### src/rtl/cct_pkg.sv
// ----------------------------------------------------------------------------
// cct_pkg
// Shared types, codes and constants of the four-channel cascade timer.
// ----------------------------------------------------------------------------
package cct_pkg;

  localparam int TICK_WIDTH_DEF = 12;
  localparam int NUM_CH         = 4;
  localparam int CH_W           = 2;
  localparam int CNT_W          = 16;
  localparam int RESID_W        = 10;
  localparam int FUNC_W         = 2;
  localparam int ADDR_W         = 4;
  localparam int MASK_W         = 4;

  localparam logic [FUNC_W-1:0] FUNC_TICK  = 2'd0;
  localparam logic [FUNC_W-1:0] FUNC_READ  = 2'd1;
  localparam logic [FUNC_W-1:0] FUNC_WRITE = 2'd2;

  localparam int CTL_PRESCALE_LSB = 0;
  localparam int CTL_CASCADE_BIT  = 2;
  localparam int CTL_IRQ_BIT      = 6;
  localparam int CTL_ENABLE_BIT   = 7;
  localparam int ADDR_SEL_CTL_BIT = 1;
  localparam int ADDR_CH_LSB      = 2;

  // prescaler divides by 1, 64, 256, 1024
  function automatic logic [3:0] prescale_shift(input logic [1:0] sel);
    logic [3:0] sh;
    case (sel)
      2'd0:    sh = 4'd0;
      2'd1:    sh = 4'd6;
      2'd2:    sh = 4'd8;
      2'd3:    sh = 4'd10;
      default: sh = 4'd0;
    endcase
    return sh;
  endfunction

  typedef struct packed {
    logic            capture;
    logic            exec;
    logic            load;
    logic            cmp;
    logic            div_step;
    logic            fin;
    logic            publish;
    logic [CH_W-1:0] ch;
  } cct_cmd_t;

  typedef struct packed {
    logic need_div;
    logic div_last;
  } cct_stat_t;

endpackage

### src/rtl/cct_in_if.sv
// ----------------------------------------------------------------------------
// cct_in_if
// Input word channel: tick, register read or register write.
// ----------------------------------------------------------------------------
interface cct_in_if import cct_pkg::*; #(
  parameter int TICK_WIDTH = TICK_WIDTH_DEF
) ();
  logic                  valid;
  logic                  ready;
  logic [FUNC_W-1:0]     func;
  logic [TICK_WIDTH-1:0] tick_cycles;
  logic [ADDR_W-1:0]     reg_addr;
  logic [CNT_W-1:0]      write_data;

  modport source (output valid, output func, output tick_cycles, output reg_addr,
                  output write_data, input ready);
  modport sink   (input valid, input func, input tick_cycles, input reg_addr,
                  input write_data, output ready);
endinterface

### src/rtl/cct_out_if.sv
// ----------------------------------------------------------------------------
// cct_out_if
// Result word channel: read data, overflow and interrupt masks.
// ----------------------------------------------------------------------------
interface cct_out_if import cct_pkg::*; ();
  logic              valid;
  logic              ready;
  logic [CNT_W-1:0]  read_data;
  logic [MASK_W-1:0] overflow_mask;
  logic [MASK_W-1:0] irq_request;

  modport source (output valid, output read_data, output overflow_mask,
                  output irq_request, input ready);
  modport sink   (input valid, input read_data, input overflow_mask,
                  input irq_request, output ready);
endinterface

### src/rtl/cct_ctrl.sv
// ----------------------------------------------------------------------------
// cct_ctrl
// Sequencer: runs a read or write word, or walks the four channels of a tick,
// running the divider on overflow, and hands the result to the output register.
// ----------------------------------------------------------------------------
module cct_ctrl import cct_pkg::*; (
  input  logic              clk,
  input  logic              rst_n,
  input  logic              in_valid,
  input  logic [FUNC_W-1:0] in_func,
  output logic              in_ready,
  input  logic              out_ready,
  output logic              out_valid,
  input  cct_stat_t         stat,
  output cct_cmd_t          cmd
);

  localparam logic [2:0] S_IDLE = 3'd0;
  localparam logic [2:0] S_EXEC = 3'd1;
  localparam logic [2:0] S_LOAD = 3'd2;
  localparam logic [2:0] S_CMP  = 3'd3;
  localparam logic [2:0] S_DIV  = 3'd4;
  localparam logic [2:0] S_FIN  = 3'd5;
  localparam logic [2:0] S_DONE = 3'd6;

  localparam logic [CH_W-1:0] LAST_CH = CH_W'(NUM_CH - 1);

  logic [2:0]      state_r, state_nxt;
  logic [CH_W-1:0] ch_r, ch_nxt;
  logic            out_valid_r, out_valid_nxt;

  assign in_ready  = (state_r == S_IDLE);
  assign out_valid = out_valid_r;

  always_comb begin
    state_nxt = state_r;
    ch_nxt    = ch_r;
    cmd       = '0;
    cmd.ch    = ch_r;
    case (state_r)
      S_IDLE: begin
        if (in_valid) begin
          cmd.capture = 1'b1;
          ch_nxt      = '0;
          state_nxt   = (in_func == FUNC_TICK) ? S_LOAD : S_EXEC;
        end
      end
      S_EXEC: begin
        cmd.exec  = 1'b1;
        state_nxt = S_DONE;
      end
      S_LOAD: begin
        cmd.load  = 1'b1;
        state_nxt = S_CMP;
      end
      S_CMP: begin
        cmd.cmp = 1'b1;
        if (stat.need_div) begin
          state_nxt = S_DIV;
        end else if (ch_r == LAST_CH) begin
          state_nxt = S_DONE;
        end else begin
          ch_nxt    = ch_r + 1'b1;
          state_nxt = S_LOAD;
        end
      end
      S_DIV: begin
        cmd.div_step = 1'b1;
        if (stat.div_last) begin
          state_nxt = S_FIN;
        end
      end
      S_FIN: begin
        cmd.fin = 1'b1;
        if (ch_r == LAST_CH) begin
          state_nxt = S_DONE;
        end else begin
          ch_nxt    = ch_r + 1'b1;
          state_nxt = S_LOAD;
        end
      end
      S_DONE: begin
        if (!out_valid_r || out_ready) begin
          cmd.publish = 1'b1;
          state_nxt   = S_IDLE;
        end
      end
      default: begin
        state_nxt = S_IDLE;
      end
    endcase
  end

  always_comb begin
    if (cmd.publish) begin
      out_valid_nxt = 1'b1;
    end else if (out_ready) begin
      out_valid_nxt = 1'b0;
    end else begin
      out_valid_nxt = out_valid_r;
    end
  end

  always_ff @(posedge clk) begin
    if (!rst_n) begin
      state_r     <= S_IDLE;
      ch_r        <= '0;
      out_valid_r <= 1'b0;
    end else begin
      state_r     <= state_nxt;
      ch_r        <= ch_nxt;
      out_valid_r <= out_valid_nxt;
    end
  end

endmodule

### src/rtl/cct_datapath.sv
// ----------------------------------------------------------------------------
// cct_datapath
// Channel registers, prescaler, overflow compare, shared restoring divider
// for the reload period, and the result and output registers.
// ----------------------------------------------------------------------------
module cct_datapath import cct_pkg::*; #(
  parameter int TICK_WIDTH = TICK_WIDTH_DEF
) (
  input  logic                  clk,
  input  logic                  rst_n,
  input  cct_cmd_t              cmd,
  output cct_stat_t             stat,
  input  logic [FUNC_W-1:0]     in_func,
  input  logic [TICK_WIDTH-1:0] in_tick_cycles,
  input  logic [ADDR_W-1:0]     in_reg_addr,
  input  logic [CNT_W-1:0]      in_write_data,
  output logic [CNT_W-1:0]      out_read_data,
  output logic [MASK_W-1:0]     out_overflow_mask,
  output logic [MASK_W-1:0]     out_irq_request
);

  localparam int SUM_W  = ((TICK_WIDTH > RESID_W) ? TICK_WIDTH : RESID_W) + 1;
  localparam int DIF_W  = ((SUM_W > CNT_W + 1) ? SUM_W : CNT_W + 1) + 1;
  localparam int DCNT_W = $clog2(SUM_W);
  localparam logic [CNT_W:0]       CNT_SPAN = {1'b1, {CNT_W{1'b0}}};
  localparam logic [DCNT_W-1:0]    DIV_LAST = DCNT_W'(SUM_W - 1);

  // channel state
  logic [CNT_W-1:0]   cnt_r [NUM_CH];
  logic [CNT_W-1:0]   rel_r [NUM_CH];
  logic [CNT_W-1:0]   ctl_r [NUM_CH];
  logic [RESID_W-1:0] res_r [NUM_CH];

  // captured word and work registers
  logic [FUNC_W-1:0]     func_r;
  logic [TICK_WIDTH-1:0] cyc_r;
  logic [ADDR_W-1:0]     addr_r;
  logic [CNT_W-1:0]      wdata_r;
  logic [SUM_W-1:0]      n_r;
  logic [SUM_W-1:0]      prev_r;
  logic [SUM_W-1:0]      q_r;
  logic [CNT_W:0]        rem_r;
  logic [DCNT_W-1:0]     dcnt_r;
  logic [CNT_W-1:0]      rd_r;
  logic [MASK_W-1:0]     ovf_r;
  logic [MASK_W-1:0]     irq_r;
  logic [CNT_W-1:0]      out_rd_r;
  logic [MASK_W-1:0]     out_ovf_r;
  logic [MASK_W-1:0]     out_irq_r;

  logic [CH_W-1:0]    idx;
  logic [CNT_W-1:0]   ctl, cnt, rel;
  logic [RESID_W-1:0] res;
  logic               en, casc, sel_ctl;
  logic [3:0]         shift;
  logic [SUM_W-1:0]   sum, n_load;
  logic [RESID_W:0]   div_span;
  logic [RESID_W-1:0] res_load;
  logic [CNT_W:0]     first, period;
  logic [DIF_W-1:0]   diff;
  logic               borrow, n_zero;
  logic [SUM_W-1:0]   rest;
  logic [CNT_W+1:0]   partial, trial;
  logic               take;
  logic [CNT_W-1:0]   cnt_small;

  assign idx     = cmd.exec ? addr_r[ADDR_CH_LSB +: CH_W] : cmd.ch;
  assign ctl     = ctl_r[idx];
  assign cnt     = cnt_r[idx];
  assign rel     = rel_r[idx];
  assign res     = res_r[idx];
  assign en      = ctl[CTL_ENABLE_BIT];
  assign casc    = ctl[CTL_CASCADE_BIT] && (idx != '0);
  assign sel_ctl = addr_r[ADDR_SEL_CTL_BIT];

  // prescaler
  assign shift    = prescale_shift(ctl[CTL_PRESCALE_LSB +: 2]);
  assign sum      = SUM_W'(res) + SUM_W'(cyc_r);
  assign n_load   = casc ? prev_r : (sum >> shift);
  assign div_span = (RESID_W + 1)'(1) << shift;
  assign res_load = sum[RESID_W-1:0] & RESID_W'(div_span - 1'b1);

  // overflow compare
  assign first     = CNT_SPAN - {1'b0, cnt};
  assign period    = CNT_SPAN - {1'b0, rel};
  assign diff      = DIF_W'(n_r) - DIF_W'(first);
  assign borrow    = diff[DIF_W-1];
  assign n_zero    = (n_r == '0);
  assign rest      = diff[SUM_W-1:0];
  assign cnt_small = cnt + n_r[CNT_W-1:0];

  // restoring divider step
  assign partial = {rem_r, q_r[SUM_W-1]};
  assign trial   = partial - {1'b0, period};
  assign take    = !trial[CNT_W+1];

  assign stat.need_div = en && !n_zero && !borrow;
  assign stat.div_last = (dcnt_r == DIV_LAST);

  always_ff @(posedge clk) begin
    if (!rst_n) begin
      for (int i = 0; i < NUM_CH; i++) begin
        cnt_r[i] <= '0;
        rel_r[i] <= '0;
        ctl_r[i] <= '0;
        res_r[i] <= '0;
      end
    end else begin
      if (cmd.exec && (func_r == FUNC_WRITE)) begin
        if (sel_ctl) begin
          ctl_r[idx] <= wdata_r;
          if (!ctl[CTL_ENABLE_BIT] && wdata_r[CTL_ENABLE_BIT]) begin
            cnt_r[idx] <= rel;
            res_r[idx] <= '0;
          end
        end else begin
          rel_r[idx] <= wdata_r;
          cnt_r[idx] <= wdata_r;
        end
      end
      if (cmd.load && en && !casc) begin
        res_r[idx] <= res_load;
      end
      if (cmd.cmp && !stat.need_div && en && !n_zero) begin
        cnt_r[idx] <= cnt_small;
      end
      if (cmd.fin) begin
        cnt_r[idx] <= rel + rem_r[CNT_W-1:0];
      end
    end
  end

  always_ff @(posedge clk) begin
    if (cmd.capture) begin
      func_r  <= in_func;
      cyc_r   <= in_tick_cycles;
      addr_r  <= in_reg_addr;
      wdata_r <= in_write_data;
      prev_r  <= '0;
      rd_r    <= '0;
      ovf_r   <= '0;
      irq_r   <= '0;
    end
    if (cmd.exec && (func_r == FUNC_READ)) begin
      rd_r <= sel_ctl ? ctl : cnt;
    end
    if (cmd.load) begin
      n_r <= en ? n_load : '0;
    end
    if (cmd.cmp) begin
      if (stat.need_div) begin
        q_r    <= rest;
        rem_r  <= '0;
        dcnt_r <= '0;
      end else begin
        prev_r <= '0;
      end
    end
    if (cmd.div_step) begin
      q_r    <= {q_r[SUM_W-2:0], take};
      rem_r  <= take ? trial[CNT_W:0] : partial[CNT_W:0];
      dcnt_r <= dcnt_r + 1'b1;
    end
    if (cmd.fin) begin
      prev_r     <= q_r + 1'b1;
      ovf_r[idx] <= 1'b1;
      if (ctl[CTL_IRQ_BIT]) begin
        irq_r[idx] <= 1'b1;
      end
    end
    if (cmd.publish) begin
      out_rd_r  <= rd_r;
      out_ovf_r <= ovf_r;
      out_irq_r <= irq_r;
    end
  end

  assign out_read_data     = out_rd_r;
  assign out_overflow_mask = out_ovf_r;
  assign out_irq_request   = out_irq_r;

endmodule

### src/rtl/four_channel_cascade_timer_unit.sv
// ----------------------------------------------------------------------------
// four_channel_cascade_timer_unit
// A read or write word is captured, executed and sent to the output register.
// A tick runs a load and a compare step per channel; each channel that overflows
// adds the shared one-bit-per-cycle period divider's steps and a finish step.
// One word is worked on at a time; the next is taken once the result sits in
// the output register. Synchronous reset clears all channel registers.
// ----------------------------------------------------------------------------
module four_channel_cascade_timer_unit import cct_pkg::*; #(
  parameter int TICK_WIDTH = TICK_WIDTH_DEF
) (
  input  logic      clk,
  input  logic      rst_n,
  cct_in_if.sink    in_ch,
  cct_out_if.source out_ch
);

  cct_cmd_t  cmd;
  cct_stat_t stat;

  cct_ctrl u_ctrl (
    .clk       (clk),
    .rst_n     (rst_n),
    .in_valid  (in_ch.valid),
    .in_func   (in_ch.func),
    .in_ready  (in_ch.ready),
    .out_ready (out_ch.ready),
    .out_valid (out_ch.valid),
    .stat      (stat),
    .cmd       (cmd)
  );

  cct_datapath #(
    .TICK_WIDTH (TICK_WIDTH)
  ) u_datapath (
    .clk               (clk),
    .rst_n             (rst_n),
    .cmd               (cmd),
    .stat              (stat),
    .in_func           (in_ch.func),
    .in_tick_cycles    (in_ch.tick_cycles),
    .in_reg_addr       (in_ch.reg_addr),
    .in_write_data     (in_ch.write_data),
    .out_read_data     (out_ch.read_data),
    .out_overflow_mask (out_ch.overflow_mask),
    .out_irq_request   (out_ch.irq_request)
  );

endmodule
### src/flat_wrapper.sv
// flat-port wrapper written by rule: the top's interface ports become plain ports
module four_channel_cascade_timer_unit_flat import cct_pkg::*;
#(
  parameter int TICK_WIDTH = TICK_WIDTH_DEF
)
  (clk, rst_n, in_ch_valid, in_ch_func, in_ch_tick_cycles, in_ch_reg_addr, in_ch_write_data, in_ch_ready, out_ch_valid, out_ch_read_data, out_ch_overflow_mask, out_ch_irq_request, out_ch_ready);
  cct_in_if #(.TICK_WIDTH(TICK_WIDTH)) in_ch_i ();
  cct_out_if out_ch_i ();
  input  logic clk;
  input  logic rst_n;
  input wire logic [$bits(in_ch_i.valid)-1:0] in_ch_valid;
  input wire logic [$bits(in_ch_i.func)-1:0] in_ch_func;
  input wire logic [$bits(in_ch_i.tick_cycles)-1:0] in_ch_tick_cycles;
  input wire logic [$bits(in_ch_i.reg_addr)-1:0] in_ch_reg_addr;
  input wire logic [$bits(in_ch_i.write_data)-1:0] in_ch_write_data;
  output wire logic [$bits(in_ch_i.ready)-1:0] in_ch_ready;
  output wire logic [$bits(out_ch_i.valid)-1:0] out_ch_valid;
  output wire logic [$bits(out_ch_i.read_data)-1:0] out_ch_read_data;
  output wire logic [$bits(out_ch_i.overflow_mask)-1:0] out_ch_overflow_mask;
  output wire logic [$bits(out_ch_i.irq_request)-1:0] out_ch_irq_request;
  input wire logic [$bits(out_ch_i.ready)-1:0] out_ch_ready;
  assign in_ch_i.valid = in_ch_valid;
  assign in_ch_i.func = in_ch_func;
  assign in_ch_i.tick_cycles = in_ch_tick_cycles;
  assign in_ch_i.reg_addr = in_ch_reg_addr;
  assign in_ch_i.write_data = in_ch_write_data;
  assign in_ch_ready = in_ch_i.ready;
  assign out_ch_valid = out_ch_i.valid;
  assign out_ch_read_data = out_ch_i.read_data;
  assign out_ch_overflow_mask = out_ch_i.overflow_mask;
  assign out_ch_irq_request = out_ch_i.irq_request;
  assign out_ch_i.ready = out_ch_ready;
  four_channel_cascade_timer_unit #(.TICK_WIDTH(TICK_WIDTH)) u_core (.clk(clk), .rst_n(rst_n), .in_ch(in_ch_i), .out_ch(out_ch_i));
endmodule
### config.mk
export PLATFORM = sky130hd
export DESIGN_NAME = four_channel_cascade_timer_unit_flat
export DESIGN_NICKNAME = d
export VERILOG_FILES = /design/src/rtl/cct_pkg.sv /design/src/rtl/cct_in_if.sv /design/src/rtl/cct_out_if.sv /design/src/rtl/cct_ctrl.sv /design/src/rtl/cct_datapath.sv /design/src/rtl/four_channel_cascade_timer_unit.sv /design/src/flat_wrapper.sv
export SDC_FILE = /design/constraint.sdc
export NUM_CORES = 1
export LEC_CHECK = 0
export ABC_AREA = 1
export ABC_CLOCK_PERIOD_IN_PS = 5400
export BUFFER_PORTS_ARGS = -buffer_cell sky130_fd_sc_hd__buf_2
export CORE_MARGIN = 4
export CORE_UTILIZATION = 25
export CTS_BUF_LIST = sky130_fd_sc_hd__clkbuf_16
export CTS_CLUSTER_DIAMETER = 40
export CTS_CLUSTER_SIZE = 8
export DETAILED_ROUTE_END_ITERATION = 10
export HOLD_SLACK_MARGIN = 0.03
export SLEW_MARGIN = 15
export SYNTH_ARGS = -nofsm -noshare
export SYNTH_HDL_FRONTEND = slang
export SYNTH_SLANG_ARGS = --single-unit
### constraint.sdc
create_clock -name clk -period 5.4 [get_ports clk]
set_input_delay 1.08 -clock clk [delete_from_list [all_inputs] [get_ports clk]]
set_output_delay 1.08 -clock clk [all_outputs]
set_load 0.01 [all_outputs]
# Word-level counts from Yosys, hierarchy flattened
# Memory sizes are Yosys's and may differ from the RTL's.
# Cells that the tools add are included.
[word_totals]
reg_bits = 148
out_inout_bits = 26
ram_bits = 232
in_bits = 38
mem_count = 4
elab_cells = 185
[memory_table]
columns = ["name", "depth", "width", "read_ports", "rd_ports_with_merged_regs", "write_ports", "line", "rtl"]
rows = [
  ["u_core.u_datapath.cnt_r", 4, 16, 1, 0, 4, "cct_datapath.sv:29", "logic [CNT_W-1:0] cnt_r [NUM_CH];"],
  ["u_core.u_datapath.ctl_r", 4, 16, 1, 0, 4, "cct_datapath.sv:31", "logic [CNT_W-1:0] ctl_r [NUM_CH];"],
  ["u_core.u_datapath.rel_r", 4, 16, 1, 0, 4, "cct_datapath.sv:30", "logic [CNT_W-1:0] rel_r [NUM_CH];"],
  ["u_core.u_datapath.res_r", 4, 10, 1, 0, 4, "cct_datapath.sv:32", "logic [RESID_W-1:0] res_r [NUM_CH];"],
]
[classes]
n_lt_le_gt_ge = 2
eq_ne = 17
reduce_logical = 37
bitwise_logic = 7
shift = 2
muxes = 88
n_addsub = 10
[op_table]
columns = ["cell", "n"]
rows = [
  ["two-way mux 16 bit", 9],
  ["two-way mux 13 bit", 8],
  ["two-way mux 17 bit", 4],
  ["OR reduction 16 bit", 3],
  ["two-way mux 1 bit", 39],
  ["subtractor 17 x 16 -> 17 bit (first input constant)", 2],
  ["two-way mux 4 bit", 8],
  ["case mux 3 bit (7 select lines)", 1],
  ["two-way mux 10 bit", 2],
  ["two-way mux 2 bit", 9],
  ["subtractor 13 x 17 -> 18 bit", 1],
  ["subtractor 18 x 17 -> 18 bit", 1],
  ["adder 16 bit", 1],
  ["case mux 4 bit (4 select lines)", 1],
  ["two-way mux 3 bit", 5],
  ["adder 10 x 12 -> 13 bit", 1],
  ["adder 13 x 1 -> 13 bit (second input constant)", 1],
  ["zero test 13 bit", 1],
  ["right shift 13 x 4 -> 13 bit", 1],
  ["logical AND 1 bit", 12],
  ["bitwise AND 10 bit", 1],
  ["nonzero test 2 bit", 5],
  ["OR reduction 10 bit", 1],
  ["<< shifter 1 x 4 -> 10 bit (first input constant)", 1],
  ["24 further kinds", 45],
]

# Logic depth before layout (Yosys ltp)
# Gate-level depths: netlist of run 1.
# An unclocked memory read counts as a cell.
[logic_depth]
word_depth = 19
depth_mapped = 31
ltp_nobuf = 29

# Hierarchy
# Synthesis of run 1 repeated with hierarchy kept, for this count alone.
[unflattened]
hier_cells = 2074
hier_area_um2 = 19555.0
[modules_own_cells]
columns = ["mod", "instances", "area_per_inst_um2", "cells_per_inst", "seq_area_each_um2"]
rows = [
  ["cct_datapath", 1, 19082.1, 1994, 10990.5],
  ["cct_ctrl", 1, 473.0, 80, 120.1],
]

# Worst setup path after synthesis of run 1
# No wires, ideal clock.
[synth_timing]
path_type = "register to register"
start = "reg u_core.u_ctrl.state_r[1]"
end = "mem u_core.u_datapath.cnt_r[3][0] (enable)"
n_path_buf = 1
synth_period_minus_slack_ps = 4352
setup_time_ps = 391
stages_incl_launch_ff = 29
slack_ps = 1048
required_ps = 5009
t_arrival_ps = 3961
cell_sequence = "dfxtp_1 -> inv_2 -> nand3_4 -> nand2_1 -> nand2_2 -> buf_6 -> nand3_1 -> nand2_1 -> nor2_2 -> ha_1 -> inv_1 -> nor2_2 -> nand3_1 -> nor2_2 -> xor2_1 -> ha_1 -> nand2_1 -> a21oi_1 -> a211oi_1 -> o211ai_1 -> nand2_1 -> a21oi_1 -> nand2_1 -> nor2_1 -> nand2_1 -> nand3_2 -> nand2_4 -> inv_1 -> o21ai_1"
[synth_lines]
columns = ["item", "line", "rtl"]
rows = [
  ["start: declaration", "cct_ctrl.sv:28", "logic [2:0] state_r, state_nxt;"],
  ["start signal: assignment", "cct_ctrl.sv:110", "state_r <= state_nxt;"],
  ["end: declaration", "cct_datapath.sv:29", ""],
]

==> reports/results.tsv, run 1 <==
stage	metric	value	unit
finish	num-fill-cells	7941	
cts	cts_tree	done	
global_route	grt_usage	13.2	%
floorplan	dieArea	81900	um^2
finish	drive_gt1_share	14.6	%
hold_path	holdPathStages	0	
cts	cts.repair.resized	0	
global_route	grt_pass1_wl	83700	um
finish	fin_cells	3198	
place	routabilityCongestion	0.880	
finish	num-nets-final	2222	
hold_path	hold_class	register to register	
critical_path	startpoint_type	register	
cts	clockRootBuffer	clkbuf_16	
floorplan	die_x	286	um
synth	synth.avg_cell_area	9.74	um^2
drt	routed_via_density	4.59	
place	placed_area	21100	um^2
synth	synth_top_flop_cell	edfxtp_1	
cts	h-tree-depth	3	
synth	synth.most_common_cell	nand2_1	
critical_path	reg2reg_slack	500	ps
critical_path	cp.required	5740	ps
drt	drc	0	
timing	clock_skew	32.7	ps
synth	yosysTopAreaCell	edfxtp_1	
place	io_buffers	62	
floorplan	rows	101	
drt	dr.pass1.iters	6	
timing	grt_setup_unrepaired	false	
synth	synth_edf_count	352	
synth	synth.distinct_cells	57	
synth	async_reset_ff_share	0	%
synth	ys_warn_count	0	
drt	drt-initial-drc-count	1240	
timing	final-hold-violation-count	0	
synth	synth.top_cell.area_share	54.6	%
floorplan	die_h	286	um
place	dp_cells	3071	
cts	clk_latency	620	ps
timing	setup_viol	0	
power	p_per_area	580	nW/um^2
global_route	overflow	0	
timing	finalSetupTns	0	ps
drt	wire_per_inst	17.2	um
global_route	antenna_found_initial	1	
critical_path	critical_path_class	register to register	
floorplan	start_util	25.3	%
cts	cts.path.max_buffers	3	
power	vdd_ir_drop_max	249	uV
timing	period_share	90.8	%
timing	min_period	4900	ps
finish	multi_input_area	7160	um^2
run_status	status	finished, final reports clean	
synth	syn_area	19300	um^2
cts	cts_setup_buffers	0	
power	cellLeakagePower	9.76	nW
cts	cts_num_sinks	379	
timing	slew_headroom	36.8	%
job	cap_violations	0	
drt	postRouteAntennaNets	0	
drt	vias	14700	
cts	cts_buffers	76	
critical_path	crit_path_max_fanout	16	
timing	tightest_slew	946	ps
floorplan	io_pins	64	
place	hpwl	38200	um
floorplan	core_area	76300	um^2
finish	utilization	31.1	%
critical_path	arrival	5240	ps
synth	ys_seq_area_share	57.4	%
timing	slew_violations	0	
critical_path	r2r_cells	27	
power	p_total	13.8	mW
cts	cts_hold_buf	0	
synth	synthTopCellsByArea	edfxtp_1, nand2_1, nor2_1	
global_route	grt_pass1_vias	14300	
cts	clkTransAtPathRegs	50	ps
finish	area_delta_synth_final	22.7	%
synth	syn_nets	2090	
global_route	grt_max_degree	38	
synth	syn_inst	1987	
finish	final_area	23700	um^2
synth	yosys_register_bits	379	
critical_path	cp-end-kind	register	
timing	fmax	0.204	GHz
synth	yosys-top-cells-count	nand2_1, edfxtp_1, nor2_1	
finish	seq_area	11100	um^2
drt	drt_wl_total	55000	um
where the power goes:
group / switching, mW / internal (mW) / total [mW]
combinational: 3.30 / 1.60 / 4.89
sequential: 0.214 / 3.76 / 3.98
clock: 1.59 / 3.32 / 4.91
total: 5.10 / 8.67 / 13.8
cell families (layout without fill, tap and decap cells):
logic type                 count (synthesis)  after routing  share of synthesized area (%)
AOI/OAI and AO/OA                        322            322                           10.1
xor gates and xnor gates                  61             61                           2.76
adders and majority gates                 65             65                           4.36
buffers and inverters                    265            445                           5.72
DFF                                      379            379                           57.4
other                                      0              1                              0
and+or+nand+nor                          895            895                           19.6
registers in the layout, indices dropped and copies added (netlist names), 4 cells and up:
name and count:
u_core.u_datapath.dcnt_r 4, u_core.u_datapath.out_irq_request 4, u_core.u_datapath.cyc_r 12, u_core.u_datapath.out_read_data 16
u_core.u_datapath.rem_r 17, u_core.u_datapath.q_r 13, u_core.u_datapath.prev_r 13, u_core.u_datapath.out_overflow_mask 4
u_core.u_datapath.ctl_r 64, u_core.u_datapath.irq_r 4, u_core.u_datapath.cnt_r 64, u_core.u_datapath.res_r 40
u_core.u_datapath.rel_r 64, u_core.u_datapath.n_r 13, u_core.u_datapath.rd_r 16, u_core.u_datapath.ovf_r 4
u_core.u_datapath.wdata_r 16
layout make-up:
cell class                      count  share of cell area, %
Antenna cell                        1                 0.0105
Clock buffer                       79                   8.33
Clock inverter                     47                   2.87
Inverter                          199                   3.17
Multi-Input combinational cell   1343                   30.2
Sequential cell                   379                   46.8
Tap cell                         1030                   5.43
Timing Repair Buffer              120                   3.25
path summary, 6_finish.rpt:
kind,startpoint,end
worst max-delay path,u_core.u_datapath.addr_r[3],u_core.u_datapath.cnt_r[1][10]
worst min register to register,u_core.u_datapath.rd_r[6],u_core.u_datapath.out_read_data[6]
worst min-delay path,u_core.u_datapath.rd_r[6],u_core.u_datapath.out_read_data[6]
worst max register to register,u_core.u_datapath.addr_r[3],u_core.u_datapath.cnt_r[1][10]
per-stage QoR:
step / setup WS (ps) / hold WS [ps]
after floorplan: 1050 / 400
after CTS: 429 / 414
after global placement: 414 / 404
after detailed placement: 429 / 405
final: 496 / 412
after global routing: 4.38 / 417
layer usage:
| metal | GRT usage [%] | part of all wire [%] |
|---|---|---|
| met1 | 18.9 | 47 |
| met4 | 4.15 | 2.7 |
| met3 | 3.34 | 7.8 |
| met5 | 0 | 0 |
| met2 | 19.7 | 43 |
cells in the final DEF (no fill, tap or decap), types with 15 or more instances in the layout:
cell type / instances
nand2_1: 418
edfxtp_1: 352
nor2_1: 278
inv_1: 181
a21oi_1: 101
nand3_1: 94
o21ai_0: 86
clkbuf_16: 79
buf_2: 62
ha_1: 61
buf_4: 56
xor2_1: 42
a22oi_1: 36
nor3_1: 33
dfxtp_1: 26
o22ai_1: 22
xnor2_1: 19
inv_2: 17
nor2_2: 15
nand2_2: 15
worst max-delay path, stage by stage, from the launching register on:
cell and delay (ps):
edfxtp_1 550, nand4_1 220, nand2_4 170, buf_4 250, nand3_1 100, nand2_1 60
nor2_2 180, ha_1 210, inv_1 60, nor2_2 140, nand3_1 120, nor2_2 140
xor2_1 90, ha_1 370, nand2_1 80, nor2_1 140, nand2_1 70, o211ai_1 350
nand2_1 100, a21oi_1 160, nand2_1 60, nor2_1 120, nand2_1 100, nand3_2 110
nand2_4 130, nand2_1 210, nand2_1 100, buf_4 210
(Power assumes the default switching activity.)
==> run 2: changes to the inputs <==
Settings changed: CTS_BUF_LIST sky130_fd_sc_hd__clkbuf_16 to unset.
==> run 2 against run 1 <==
Compared with the run above: routed wire length is essentially flat; clock power about the same; via count decreased by 0.18%; register-to-register slack about the same; die area is the same; maximum frequency is essentially flat; worst setup slack got worse by 4.3 ps; largest cell class unchanged.
==> reports/results.tsv, run 2 (synthesized netlist as in run 1, its figures left out) <==
stage	metric	value	unit	change
finish	multi_input_area	7160	um^2	unchanged
finish	final_cell_mix	nand2_1, edfxtp_1, nor2_1		
cts	cts_num_sinks	379		unchanged
drt	drt_wl_total	55000	um	about the same
finish	drive_gt1_share	14.6	%	unchanged
timing	fmax	0.204	GHz	about the same
timing	slew_headroom	37.2	%	+0.46 points
place	dp_cells	3071		unchanged
finish	seq_area	11100	um^2	unchanged
drt	wl_met3	4180	um	-2.4%
cts	cts.repair.resized	0		unchanged
global_route	antenna_found_initial	1		unchanged
timing	setup_viol	0		unchanged
finish	final_common_cell	nand2_1		
finish	num-fill-cells	7941		unchanged
cts	h-tree-depth	3		unchanged
critical_path	cp.required	5740	ps	about the same
timing	clock_skew	30.1	ps	-2.53 ps
finish	area_delta_synth_final	22.7	%	about the same
timing	period_share	90.9	%	about the same
critical_path	timing.rr.end	u_core.u_datapath.cnt_r[1][10]		
drt	drc	0		unchanged
critical_path	r2r_start	u_core.u_datapath.addr_r[3]		
drt	vias	14600		-0.18%
cts	cts_setup_buffers	0		unchanged
power	p_per_area	581	nW/um^2	about the same
floorplan	die_h	286	um	unchanged
floorplan	io_pins	64		unchanged
finish	antenna_cells	0		-1
power	vdd_ir_drop_max	249	uV	about the same
drt	wire_per_inst	17.2	um	about the same
timing	min_period	4910	ps	+4.31 ps
timing	finalSetupTns	0	ps	unchanged
global_route	overflow	0		unchanged
cts	clockRootBuffer	clkbuf_16		
timing	tightest_slew	939	ps	-6.92 ps
critical_path	crit_path_max_fanout	16		unchanged
place	routabilityCongestion	0.880		unchanged
power	swShare	37.0	%	-0.038 points
global_route	grt_pass1_vias	14300		unchanged
floorplan	die_x	286	um	unchanged
drt	drt-initial-drc-count	1243		+0.24%
power	cellLeakagePower	9.74	nW	-0.25%
power	p_total	13.8	mW	about the same
drt	postRouteAntennaNets	0		unchanged
critical_path	reg2reg_slack	490	ps	about the same
cts	cts_hold_buf	0		unchanged
global_route	grt_usage	13.2	%	unchanged
timing	final-hold-violation-count	0		unchanged
timing	grt_setup_unrepaired	false		
place	dp_slack	429	ps	unchanged
power	p_clk_share	35.7	%	about the same
hold_path	hold_class	register to register		
hold_path	whs_endpoint	u_core.u_datapath.out_read_data[6]		
global_route	grt_max_degree	38		unchanged
drt	dr.max_layer_used	met4		
timing	slew_violations	0		unchanged
critical_path	critical-path-max-stage-delay	550	ps	about the same
finish	fin_cells	3197		-0.031%
critical_path	startpoint_type	register		
critical_path	crit_slowest_cell	edfxtp_1		
critical_path	cpMostUsedCell	nand2_1		
cts	cts_tree	done		
power	combPwrFrac	35.5	%	about the same
finish	utilization	31.1	%	about the same
floorplan	core_area	76300	um^2	unchanged
drt	wl_met1	25700	um	-0.17%
cts	clk_latency	610	ps	about the same
floorplan	dieArea	81900	um^2	unchanged
power	p_sw	5.10	mW	about the same
timing	layout_setup_ws	491	ps	-4.31 ps
cts	cts.path.max_buffers	3		unchanged
run_status	status	finished, final reports clean		
finish	reg.largest.list	u_core.u_datapath.cnt_r (64), u_core.u_datapath.ctl_r (64), u_core.u_datapath.rel_r (64)		
drt	dr.pass1.iters	6		unchanged
place	hpwl	38200	um	unchanged
power	power_frac_seq	28.8	%	about the same
critical_path	critical_path_class	register to register		
finish	num-nets-final	2222		unchanged
critical_path	arrival	5250	ps	about the same
place	io_buffers	62		unchanged
power	p_int	8.69	mW	+0.13%
drt	routed_via_density	4.58		-0.15%
floorplan	rows	101		unchanged
drt	route.met2.wl	23700	um	+0.83%
cts	clkTransAtPathRegs	50	ps	about the same
critical_path	cp-end-kind	register		
hold_path	holdPathStages	0		unchanged
cts	cts_buffers	76		unchanged
global_route	grt_pass1_wl	83700	um	unchanged
floorplan	start_util	25.3	%	unchanged
job	cap_violations	0		unchanged
critical_path	r2r_cells	27		unchanged
hold_path	hold_start	u_core.u_datapath.rd_r[6]		
[run 2: changes by cell type in the layout (fill, tap and decap cells not counted), sizes merged]
cell    previous run  this run
clkbuf            79        85
diode              1         0
inv              203       197
[run 2: how the worst max path moves through the flow]
stage | startpoint | to | slack [ps] | depth (start not counted)
finish | u_core.u_datapath.addr_r[3] | u_core.u_datapath.cnt_r[1][10] | 490 | 27
global route | u_core.u_ctrl.state_r[1] | u_core.u_datapath.rem_r[10] | 4 | 29
CTS | u_core.u_ctrl.state_r[0] | u_core.u_datapath.cnt_r[1][10] | 430 | 28
detailed placement | u_core.u_ctrl.state_r[0] | u_core.u_datapath.cnt_r[1][7] | 430 | 28
global placement | u_core.u_ctrl.state_r[0] | u_core.u_datapath.cnt_r[1][9] | 410 | 28
floorplan | u_core.u_ctrl.state_r[1] | u_core.u_datapath.cnt_r[3][0] | 1050 | 28
[run 2: cell type report]
class	count	share of cell area (%)
clock buffers	85	8.42
clock inverters	41	2.77
inverters	199	3.17
multi-input cells	1343	30.2
flip-flops and latches	379	46.8
well taps	1030	5.43
repair buffers	120	3.25
[run 2: per-layer routing]
metal  up-vias  global-route usage, %
met2       493                   19.7
met5         -                      0
li1       7094                      -
met3       112                   3.34
met1      6940                   18.9
met4         0                   4.15
[run 2: per-stage QoR]
stage / hold slack [ps] / cell area, um^2
floorplan: 400 / 19300
global placement: 404 / 21100
detailed placement: 405 / 21100
CTS: 414 / 23700
global route: 417 / 23700
finish: 412 / 23700
[run 2: power groups by stage]
stage                     combinational, mW  sequential, mW  clock (mW)
after floorplan                        3.52            3.94           0
after global placement                 4.84            4.02           0
after detailed placement               4.87            4.02           0
after CTS                              4.89            3.98        4.99
after global routing                   5.50            4.01        5.14
final                                  4.89            3.98        4.91
[run 2: worst max-delay path: cells and delay by family (launching register included)]
kind,cells,cell delay [ps]
and+or+nand+nor,19,2340
buffers and inverters,3,520
adders and majority gates,2,580
DFF,1,550
AOI/OAI and AO/OA,2,520
xor gates and xnor gates,1,90
==> run 3: changes to the inputs <==
Settings changed: ABC_AREA 1 to unset.
==> run 3 against run 2 <==
Compared with the run above: sequential share of layout area down 3.0 points; combinational power up 35%; first-iteration DRC count up 18%; design area up 6.8%; flip-flop and latch count unchanged; via count up 4.9%; clock-buffer cell count up 18; routed wire length up 5.0%; worst hold slack better by 4.9 ps; global-route usage down 0.096 points.
==> reports/results.tsv, run 3 <==
stage	metric	value	unit	change
synth	synth_top_flop_cell	edfxtp_1		
synth	synth_edf_count	352		unchanged
synth	ys_warn_count	0		unchanged
synth	synth.most_common_cell	edfxtp_1		
job	cap_violations	0		unchanged
cts	cts_tree	done		
critical_path	startpoint_type	register		
global_route	grt_usage	13.1	%	-0.096 points
global_route	overflow	0		unchanged
synth	synth-compound-area-share	8.89	%	-1.2 points
floorplan	core_area	79400	um^2	+4.0%
synth	syn_inst	1876		-5.6%
synth	synth.avg_cell_area	10.7	um^2	+10%
timing	min_period	5250	ps	+341 ps
timing	tightest_slew	1050	ps	+114 ps
power	cellLeakagePower	10.2	nW	+4.6%
floorplan	start_util	25.3	%	about the same
timing	fin_hold_ws	417	ps	+4.85 ps
run_status	status	finished, final reports clean		
finish	num-nets-final	2185		-1.7%
global_route	grt_pass1_wl	87900	um	+5.0%
synth	yosys.area_share.xor_xnor	3.40	%	+0.63 points
finish	antenna_cells	0		unchanged
floorplan	io_pins	64		unchanged
place	io_buffers	62		unchanged
cts	clockRootBuffer	clkbuf_16		
cts	cts_buffers	69		-9.2%
drt	postRouteAntennaNets	0		unchanged
synth	synth_top_family_by_area	simple AND/OR/NAND/NOR gates		
finish	num-fill-cells	8028		+1.1%
finish	reg.largest.list	u_core.u_datapath.cnt_r (64), u_core.u_datapath.ctl_r (64), u_core.u_datapath.rel_r (64)		
floorplan	dieArea	85100	um^2	+3.9%
timing	final-hold-violation-count	0		unchanged
timing	clock_skew	28.1	ps	-2.02 ps
power	p_per_area	592	nW/um^2	+2.0%
synth	synthSimpleGateAreaFrac	18.3	%	-1.3 points
drt	vias	15400		+4.9%
synth	yosys_register_bits	379		unchanged
cts	h-tree-depth	3		unchanged
global_route	antenna_found_initial	1		unchanged
finish	utilization	31.9	%	+0.84 points
hold_path	hold_class	register to register		
drt	wire_per_inst	18.1	um	+5.5%
synth	yosysTopAreaCell	edfxtp_1		
global_route	grt_max_degree	58		+53%
power	vdd_ir_drop_max	259	uV	+3.9%
critical_path	critical_path_class	register to register		
finish	final_common_cell	edfxtp_1		
synth	synthTopCellsByArea	edfxtp_1, mux2i_1, nand2_1		
synth	synth_mux_area_share	6.41	%	+6.4 points
finish	final_area	25400	um^2	+6.8%
place	placed_area	22700	um^2	+7.5%
synth	yosys-top-cells-count	edfxtp_1, nand2_1, nor2_1		
place	routabilityCongestion	0.854		-2.9%
power	p_total	15.0	mW	+8.9%
finish	fin_cells	3184		-0.41%
finish	drive_gt1_share	18.9	%	+4.3 points
critical_path	cp.required	5720	ps	-20 ps
cts	cts.path.max_buffers	3		unchanged
critical_path	arrival	5570	ps	+320 ps
floorplan	die_h	292	um	+1.9%
floorplan	rows	103		+2.0%
place	dp_cells	3046		-0.81%
timing	setup_viol	0		unchanged
timing	period_share	97.2	%	+6.3 points
drt	dr.pass1.iters	6		unchanged
finish	final_cell_mix	edfxtp_1, nand2_1, nor2_1		
floorplan	die_x	292	um	+1.9%
critical_path	cp-end-kind	register		
synth	async_reset_ff_share	0	%	unchanged
timing	slew_headroom	27.8	%	-9.5 points
synth	syn_nets	1979		-5.3%
drt	drc	0		unchanged
place	hpwl	39400	um	+3.2%
synth	syn_area	20100	um^2	+4.0%
synth	synth.distinct_cells	76		+33%
timing	slew_violations	0		unchanged
critical_path	crit_path_max_fanout	15		-1
cts	clkTransAtPathRegs	50	ps	about the same
finish	area_delta_synth_final	26.0	%	
cts	clk_latency	610	ps	about the same
cts	cts_num_sinks	379		unchanged
synth	ys_seq_area_share	55.2	%	-2.2 points
drt	drt_wl_total	57800	um	+5.0%
drt	drt-initial-drc-count	1472		+18%
timing	fmax	0.190	GHz	-6.5%
synth	synth.top_cell.area_share	52.5	%	-2.1 points
synth	synth_adder_area_share	4.19	%	-0.17 points
global_route	grt_pass1_vias	15300		+7.3%
drt	routed_via_density	4.82		+5.3%
==> run 3: cell count changes in the layout (fill, tap and decap cells not counted), moves of 29 or more <==
| cell | change |
|---|---|
| o21ai_0 | -40 |
| inv_1 | -108 |
| xnor2_1 | +29 |
| a21oi_1 | -36 |
| buf_4 | +105 |
| and3_1 | +106 |
| a22oi_1 | -31 |
| mux2i_1 | +109 |
| nor3_1 | +37 |
| nand3_1 | -44 |
| nand2_1 | -158 |
| nor2_1 | -93 |
==> run 3: cell type report <==
type / count / area, um^2 / share of cell area (%)
inverter: 68 / 255 / 1.01
clock buffer: 103 / 2020 / 7.97
tap: 1050 / 1310 / 5.18
sequential: 379 / 11100 / 43.8
multi-input combinational: 1321 / 8490 / 33.5
timing repair buffer: 243 / 1820 / 7.19
clock inverter: 20 / 337 / 1.33
==> run 3: final timing paths <==
path / start / endpoint / slack, ps / cells after the start
worst max-delay path: u_core.u_ctrl.state_r[2] / u_core.u_datapath.rem_r[13] / 150 / 26
worst min-delay path: u_core.u_datapath.rd_r[1] / u_core.u_datapath.out_read_data[1] / 420 / 0
worst max register to register: u_core.u_ctrl.state_r[2] / u_core.u_datapath.rem_r[13] / 150 / 26
worst min register to register: u_core.u_datapath.rd_r[1] / u_core.u_datapath.out_read_data[1] / 420 / 0
==> run 3: worst max-delay path, stage by stage (launching register included) <==
cell and delay [ps]:
dfxtp_1 320, buf_6 150, nor4bb_2 270, buf_4 210, buf_4 120, a21o_4 170, nand2_1 80, and3_1 210
a31oi_4 180, inv_1 90, buf_4 140, nand2_1 80, nor2_1 50, xor2_1 140, ha_1 350, o211ai_1 140
a31oi_2 240, o2111ai_4 190, a311oi_2 370, a2111oi_2 90, buf_4 150, or4_1 500, o211ai_1 90, buf_4 170
buf_6 190, mux2i_1 200, nor2_1 50
==> run 3: what timing repair did <==
action,in CTS,in global routing
pin swaps,1,9
setup buffers,2,11
endpoints found under the hold margin,0,0
cloned,1,1
hold buffers,0,0
endpoints found under the setup margin,150,195
gates resized for setup,5,37
==> run 3: logic make-up after synthesis <==
logic type                 count (synthesis)
buffers and inverters                    177
AOI/OAI and AO/OA                        276
DFF                                      379
xor gates and xnor gates                  78
muxes                                    120
adders and majority gates                 65
and+or+nand+nor                          781
==> run 3: through the flow <==
step	setup TNS, ps	worst slack [ps]
global placement	-1800	-123
floorplan	-13270	-224
global route	-3470	-57.4
finish	0	150
detailed placement	-7670	-191
CTS	-172	-28.9
==> run 3: routing by layer <==
layer / global-route usage [%] / wire, um / vias up / share of wire [%]
met5: 0 / 9 / - / 0.016
met4: 3.96 / 1370 / 2 / 2.4
met3: 2.49 / 3370 / 102 / 5.8
met2: 22.0 / 27600 / 458 / 48
met1: 17.3 / 25400 / 7550 / 44
li1: - / - / 7242 / -
==> run 3: report_power, final <==
group	switching [mW]	internal, mW
registers	0.266	3.75
clock network	1.49	2.89
logic	3.83	2.78
